**src/rtl/dht_pkg.sv**
```systemverilog
`timescale 1ns / 1ps
// ----------------------------------------------------------------------------
// dht_pkg: shared definitions for the double hashing table
// Widths, table geometry, result codes and the controller/datapath interface.
// ----------------------------------------------------------------------------
package dht_pkg;

  // Table geometry.
  localparam int SLOT_COUNT = 101;
  localparam int IDX_W      = $clog2(SLOT_COUNT);
  localparam int CNT_W      = $clog2(SLOT_COUNT + 1);

  // Secondary hash: the probe step is STEP_BASE minus (key mod STEP_BASE).
  localparam int STEP_BASE  = 7;
  localparam int STEP_W     = $clog2(STEP_BASE + 1);

  // Item fields.
  localparam int KEY_W      = 31;
  localparam int VAL_W      = 32;
  localparam int STATUS_W   = 3;
  localparam int ENTRY_W    = KEY_W + VAL_W;

  // Remainder unit: the key is consumed a few bits per cycle, most significant first.
  localparam int HASH_BPC   = 4;
  localparam int HASH_BITS  = ((KEY_W + HASH_BPC - 1) / HASH_BPC) * HASH_BPC;
  localparam int HASH_CYC   = HASH_BITS / HASH_BPC;
  localparam int HCNT_W     = (HASH_CYC > 1) ? $clog2(HASH_CYC) : 1;

  // Request kinds.
  localparam logic MODE_INSERT = 1'b0;
  localparam logic MODE_SEARCH = 1'b1;

  // Result codes.
  localparam logic [STATUS_W-1:0] ST_INSERTED = 3'd0;
  localparam logic [STATUS_W-1:0] ST_UPDATED  = 3'd1;
  localparam logic [STATUS_W-1:0] ST_FULL     = 3'd2;
  localparam logic [STATUS_W-1:0] ST_FOUND    = 3'd3;
  localparam logic [STATUS_W-1:0] ST_MISSING  = 3'd4;

  // Commands from the controller to the datapath.
  typedef struct packed {
    logic                load;
    logic                hash_en;
    logic                seed;
    logic                rd_en;
    logic                advance;
    logic                wr_en;
    logic                res_en;
    logic [STATUS_W-1:0] res_status;
    logic                res_take_val;
    logic                out_load;
  } dht_cmd_t;

  // Status from the datapath to the controller.
  typedef struct packed {
    logic hash_done;
    logic used;
    logic key_hit;
    logic is_search;
    logic last_probe;
    logic out_free;
  } dht_sts_t;

endpackage

```
**src/rtl/dht_ctrl.sv**
```systemverilog
`timescale 1ns / 1ps
// ----------------------------------------------------------------------------
// dht_ctrl: controller of the double hashing table
// Sequences hashing, probe reads, slot decisions and result delivery.
// ----------------------------------------------------------------------------
module dht_ctrl (
  input  logic              clk,
  input  logic              rst_n,
  input  logic              in_tvalid,
  output logic              in_tready,
  input  dht_pkg::dht_sts_t sts,
  output dht_pkg::dht_cmd_t cmd
);
  import dht_pkg::*;

  typedef enum logic [2:0] {
    S_IDLE,
    S_HASH,
    S_SEED,
    S_READ,
    S_CHECK,
    S_EMIT
  } state_t;

  state_t state_r;
  state_t state_nxt;

  always_comb begin
    state_nxt = state_r;
    cmd       = '0;
    unique case (state_r)
      S_IDLE: begin
        if (in_tvalid) begin
          cmd.load  = 1'b1;
          state_nxt = S_HASH;
        end
      end
      S_HASH: begin
        cmd.hash_en = 1'b1;
        if (sts.hash_done) begin
          state_nxt = S_SEED;
        end
      end
      S_SEED: begin
        cmd.seed  = 1'b1;
        state_nxt = S_READ;
      end
      S_READ: begin
        cmd.rd_en = 1'b1;
        state_nxt = S_CHECK;
      end
      S_CHECK: begin
        // An empty slot ends the walk before any key compare.
        priority if (!sts.used) begin
          cmd.res_en     = 1'b1;
          cmd.wr_en      = !sts.is_search;
          cmd.res_status = sts.is_search ? ST_MISSING : ST_INSERTED;
          state_nxt      = S_EMIT;
        end else if (sts.key_hit) begin
          cmd.res_en       = 1'b1;
          cmd.wr_en        = !sts.is_search;
          cmd.res_take_val = sts.is_search;
          cmd.res_status   = sts.is_search ? ST_FOUND : ST_UPDATED;
          state_nxt        = S_EMIT;
        end else if (sts.last_probe) begin
          cmd.res_en     = 1'b1;
          cmd.res_status = sts.is_search ? ST_MISSING : ST_FULL;
          state_nxt      = S_EMIT;
        end else begin
          cmd.advance = 1'b1;
          state_nxt   = S_READ;
        end
      end
      S_EMIT: begin
        if (sts.out_free) begin
          cmd.out_load = 1'b1;
          state_nxt    = S_IDLE;
        end
      end
      default: begin
        state_nxt = S_IDLE;
      end
    endcase
  end

  always_ff @(posedge clk) begin
    if (!rst_n) begin
      state_r <= S_IDLE;
    end else begin
      state_r <= state_nxt;
    end
  end

  assign in_tready = (state_r == S_IDLE);

  a_load_when_free: assert property (@(posedge clk) disable iff (!rst_n)
    cmd.out_load |-> sts.out_free)
    else $error("result loaded over an untaken word");

  a_search_no_write: assert property (@(posedge clk) disable iff (!rst_n)
    cmd.wr_en |-> !sts.is_search)
    else $error("search request wrote the table");

  a_advance_cond: assert property (@(posedge clk) disable iff (!rst_n)
    cmd.advance |-> (sts.used && !sts.key_hit && !sts.last_probe))
    else $error("probe advanced past an ending slot");

  a_check_exit: assert property (@(posedge clk) disable iff (!rst_n)
    (state_r == S_CHECK) |=> (state_r == S_READ || state_r == S_EMIT))
    else $error("slot check left to an unexpected state");

endmodule

```
**config.mk**
```make
export PLATFORM = sky130hd
export DESIGN_NAME = dht_ctrl
export DESIGN_NICKNAME = d
export VERILOG_FILES = /design/src/rtl/dht_pkg.sv /design/src/rtl/dht_ctrl.sv
export SDC_FILE = /design/constraint.sdc
export NUM_CORES = 1
export LEC_CHECK = 0
export BUFFER_PORTS_ARGS = -buffer_cell sky130_fd_sc_hd__buf_2
export CORE_AREA = 2 2 39 41
export DETAILED_ROUTE_END_ITERATION = 8
export DIE_AREA = 0 0 41 43
export SETUP_SLACK_MARGIN = 0.4
export SLEW_MARGIN = 20
export SYNTH_ARGS = -nofsm -noshare
export SYNTH_HDL_FRONTEND = slang
export SYNTH_SLANG_ARGS = --single-unit
```
**constraint.sdc**
```tcl
create_clock -name clk -period 1.5 [get_ports clk]
set_input_delay 0.45 -clock clk [delete_from_list [all_inputs] [get_ports clk]]
set_output_delay 0.45 -clock clk [all_outputs]
set_load 0.01 [all_outputs]
```
==> results.yml, run 1 <==
hold_path:
  holdPathStages: 2
  min_path_type: "primary input to register"
cts:
  clockRootBuffer: "clkbuf_4"
  cts.clk_slew.worst_paths_ns: 0.04
  clk-insertion-delay-late_ns: 0.23
  numClockSinks: 3
  htree_levels: 1
  max-clock-path-buffers: 2
  cts_buffers: 3
  cts_tree: "built"
worst_setup_path:
  cp_top_family: "simple AND/OR/NAND/NOR gates"
  worst_setup_path_start_kind: "register"
  cp.depth: 3
  slowest_delay_ns: 0.43
  cp.required_ns: 1.05
  crit_buf_inv: 1
  crit_slowest_cell: "or3b_4"
  r2r.worst_path.cells: 6
  path_cells: "or3b_4, nor3_4, buf_2"
  cp_max_fo: 3
  critical_path_arrival_ns: 1.28
  rrSetupSlack_ns: 0.08
  path_class: "register to primary output"
  crit_path_end_kind: "primary output"
timing:
  tightest_slew_ns: 0.201
  setup_ws_ns: -0.230
  timing.slew.headroom_pct: 86.6
  finalClockSkew_ns: 0.00108
  finalCriticalPeriod_ns: 1.73
  slew_viol_final: 0
  min_period_over_period_pct: 115
  setup_viol: 13
  rsz0062_at_grt: "yes"
  max_freq_mhz: 578
  hold_violations: 0
synth:
  syn_nets: 54
  syn_inst: 45
  ys_types: 27
  yosysWarnings: 0
  ys_seq_area_share_pct: 18.0
  post_synth.cell_area_avg_um2: 7.42
  syn-cell-area_um2: 334
  ys_seq_elements: 3
power_and_ir_drop:
  clockPowerShare_pct: 24.4
  p_int_mw: 0.377
  p_leak_nw: 0.340
  finalPower_mw: 0.575
  peakVddDrop_v: 0.000425
  power.switching_mw: 0.198
  p_sw_share_pct: 34.4
  p_comb_share_pct: 57.3
  power_frac_seq_pct: 18.3
  power.density_nw_per_um2: 829
layout:
  top_regs: "state_r: 3 flops"
  area_growth_syn_to_layout_pct: 107
  final_common_cell: "buf_2"
  postLayoutCellArea_um2: 693
  fin_nets: 91
  largest_reg_flops: 3
  mostFrequentLayoutCells: "buf_2 (17), buf_6 (9), buf_4 (9), nand2_1 (6)"
  nFillCells: 126
  drive_above_1_share_pct: 69.1
  max_flop_register: "state_r"
  n_antenna_cell: 0
drt:
  firstDrtPassIters: 3
  first_iter_violations: 3
  vias_per_cell: 4.63
  wl_um: 1090
  avgRoutedWirePerCell_um: 11.2
  ant_nets: 0
  drc: 0
  dr_total_vias: 449
floorplan:
  initial_core_util_pct: 24.1
  die_y_um: 43
  die_w_um: 41
  coreArea_um2: 1380
  io_pins: 22
  dieArea_um2: 1760
  rows: 14
grt:
  grt_usage_pct: 11.9
  grt_max_degree: 11
  grt_overflow: 0
  grt_pass1_wl_um: 1440
  grt_pass1_vias: 371
  antenna_found_initial: 0
place:
  post_dp_cell_area_um2: 556
  gp_congestion: 0.670
  io_buffer_count: 21
  hpwl_um: 750
run_status:
  status: "finished, violations left"
  violations: "setup timing"
job:
  drv_cap: 0
-- power groups by stage --
stage                     combinational, mW  sequential, mW  clock (mW)
after global routing                  0.355           0.107       0.156
after floorplan                       0.162          0.0980           0
after CTS                             0.279           0.102       0.148
after detailed placement              0.242           0.101           0
final                                 0.329           0.105       0.140
after global placement                0.239           0.101           0
-- worst register-to-register path: stages, from the launching register on --
cell	delay [ns]
dfxtp_2	0.33
buf_6	0.11
buf_6	0.12
buf_4	0.14
or3_4	0.38
a21oi_2	0.12
o311a_1	0.16
-- timing repair --
action,CTS,global route
endpoints found under the setup margin,16,16
buffers inserted,2,2
endpoints found under the hold margin,0,0
hold buffers,0,0
gates resized for setup,8,11
pin swaps,8,8
gates cloned,0,0
-- final timing paths --
check                                 from    endpoint
worst max-delay path            state_r[1]      cmd[6]
worst min-delay path                 rst_n  state_r[2]
worst max register to register  state_r[0]  state_r[2]
worst min register to register  state_r[2]  state_r[0]
-- synth_stat cells --
master    instances  area, µm²
o21ai_0           1       5.00
or2b_2            1       8.76
buf_6             1       11.3
and3b_2           1       10.0
nand2_1           6       22.5
o311a_1           1       10.0
nand2b_1          1       6.26
buf_2             1       5.00
nor3b_2           1       12.5
buf_4             1       7.51
a21oi_1           2       10.0
nor3b_1           3       22.5
nor3_1            2       10.0
o21ai_1           1       5.00
and4_1            1       8.76
mux2_1            1       11.3
and2_1            2       12.5
nor2_1            5       18.8
dfxtp_1           3       60.1
inv_1             1       3.75
nor2b_1           1       6.26
nor2_4            1       11.3
or3b_4            1       11.3
or3_1             2       12.5
o31a_1            1       8.76
and3_1            2       12.5
mux2i_1           1       10.0
-- area by class of cell --
| type | instances | area (µm²) | share of cell area [%] |
|---|---|---|---|
| Multi-Input combinational cell | 38 | 325 | 46.9 |
| Timing Repair Buffer | 35 | 254 | 36.6 |
| Inverter | 1 | 3.75 | 0.542 |
| Clock buffer | 4 | 26.3 | 3.79 |
| Tap cell | 16 | 20.0 | 2.89 |
| Sequential cell | 3 | 63.8 | 9.21 |
-- kinds of logic (layout without fill, tap and decap cells) --
family | after synthesis | count (layout) | share of synthesized area (%)
muxes | 2 | 2 | 6.37
buffers and inverters | 4 | 40 | 8.24
DFF | 3 | 3 | 18.0
and+or+nand+nor | 30 | 30 | 55.8
AOI/OAI and AO/OA | 6 | 6 | 11.6
-- stage by stage --
stage / hold slack [ns] / worst slack [ns] / cells / setup TNS [ns] / util (%)
global placement: 0.726 / -0.133 / 89 / -0.304 / 40.1
CTS: 0.479 / -0.257 / 95 / -2.11 / 45.6
global route: 0.474 / -0.283 / 97 / -2.67 / 50.1
finish: 0.479 / -0.230 / 97 / -1.85 / 50.1
detailed placement: 0.727 / -0.147 / 89 / -0.332 / 40.1
floorplan: 0.578 / 0.0190 / 45 / 0 / -
-- routing by layer --
layer	global-route usage (%)	vias up	routed length [µm]
met5	0	-	0
met4	2.00	0	0
met3	6.81	0	57
met2	20.3	15	595
met1	12.2	206	434
li1	-	228	-
No activity file was read; power rests on OpenSTA's default activity.
==> inputs of run 2 (changes only) <==
Clock period 1.5 ns to 1.4 ns, I/O delays scaled along.
==> results.yml, run 2 (same netlist as run 1, synthesis figures left out) <==
grt:
  grt_usage_pct: 13.0
  antenna_found_initial: 0
  grt_max_degree: 10
  grt_pass1_vias: 403
  grt_overflow: 0
  grt_pass1_wl_um: 1590
power_and_ir_drop:
  power.density_nw_per_um2: 864
  finalPower_mw: 0.607
  p_leak_nw: 0.344
  peakVddDrop_v: 0.000354
timing:
  min_period_over_period_pct: 121
  finalClockSkew_ns: 0.00147
  timing.hold.ws_ns: 0.444
  hold_violations: 0
  slew_viol_final: 0
  setup_ws_ns: -0.299
  finalCriticalPeriod_ns: 1.70
  max_freq_mhz: 589
  tightest_slew_ns: 0.200
  setup_viol: 13
  timing.slew.headroom_pct: 86.7
  rsz0062_at_grt: "yes"
floorplan:
  rows: 14
  die_y_um: 43
  die_w_um: 41
  coreArea_um2: 1380
  dieArea_um2: 1760
  initial_core_util_pct: 24.1
  io_pins: 22
worst_setup_path:
  crit_path_end_kind: "primary output"
  cp_max_fo: 3
  crit_start: "state_r[1]"
  worst_setup_path_start_kind: "register"
  critical_path_arrival_ns: 1.28
  path_class: "register to primary output"
  cp.required_ns: 0.98
  r2r_start: "state_r[0]"
cts:
  holdBufCountCts: 0
  clockRootBuffer: "clkbuf_4"
  cts_buffers: 3
  max-clock-path-buffers: 2
  htree_levels: 1
  cts.clk_slew.worst_paths_ns: 0.04
  clk-insertion-delay-late_ns: 0.23
  cts_tree: "built"
  numClockSinks: 3
drt:
  dr_total_vias: 454
  first_iter_violations: 3
  ant_nets: 0
  avgRoutedWirePerCell_um: 10.6
  drc: 0
  firstDrtPassIters: 2
  wl_um: 1020
  vias_per_cell: 4.68
place:
  placed_cells: 89
  post_dp_cell_area_um2: 552
  hpwl_um: 714
  io_buffer_count: 21
  gp_congestion: 0.648
run_status:
  violations: "setup timing"
  status: "finished, violations left"
layout:
  area_growth_syn_to_layout_pct: 110
  postLayoutCellArea_um2: 702
  final_common_cell: "buf_2"
  fin_nets: 91
  drive_above_1_share_pct: 71.6
  top_regs: "state_r: 3 flops"
  largest_reg_flops: 3
  max_flop_register: "state_r"
  utilization_pct: 50.7
  n_antenna_cell: 0
  stdcell_count: 97
  mostFrequentLayoutCells: "buf_2 (16), buf_4 (10), buf_6 (9), nand2_1 (5)"
job:
  drv_cap: 0
hold_path:
  min_path_type: "primary input to register"
  hold_start: "rst_n"
==> run 2: cell counts in the layout (fill, tap and decap cells not counted) <==
No cell type changed its count.
==> run 2: cell type report <==
cell class,count,area (µm²)
Inverter,1,3.75
Tap cell,16,20.0
Timing Repair Buffer,35,256
Sequential cell,3,63.8
Clock buffer,4,26.3
Fill cell,126,682
Multi-Input combinational cell,38,332
==> run 2: critical path, stage by stage, from the launching register on <==
cell and delay, ns:
dfxtp_2 0.33, or3b_4 0.43, nor3_4 0.15, buf_2 0.15
==> run 2: layer usage <==
layer | GRT usage (%) | share of wire, % | vias up
li1 | - | - | 231
met1 | 14.4 | 40 | 208
met2 | 21.6 | 54 | 15
met3 | 3.66 | 6.3 | 0
met4 | 6.00 | 0 | 0
met5 | 0 | 0 | -
==> run 2: final timing paths <==
check                                  end  slack (ns)  cells after the start
worst max-delay path                cmd[6]       -0.30                      3
worst max register to register  state_r[2]        0.06                      5
worst min register to register  state_r[0]        0.72                      3
worst min-delay path            state_r[1]        0.44                      2
==> run 2: repair_timing <==
action	in CTS	in global routing
cloned	0	0
resized for setup	9	13
setup endpoints to repair	16	16
buffers inserted	3	1
pin swaps	6	10
==> run 2: where the power goes <==
part	switching, mW	internal [mW]
clock network	0.0429	0.107
logic	0.153	0.190
registers	0.0133	0.101
==> run 2: stage by stage <==
stage	TNS [ns]	worst slack, ns
after global placement	-0.798	-0.179
after CTS	-2.71	-0.317
after detailed placement	-0.839	-0.197
after global routing	-3.02	-0.363
after floorplan	-0.122	-0.0510
final	-2.05	-0.299
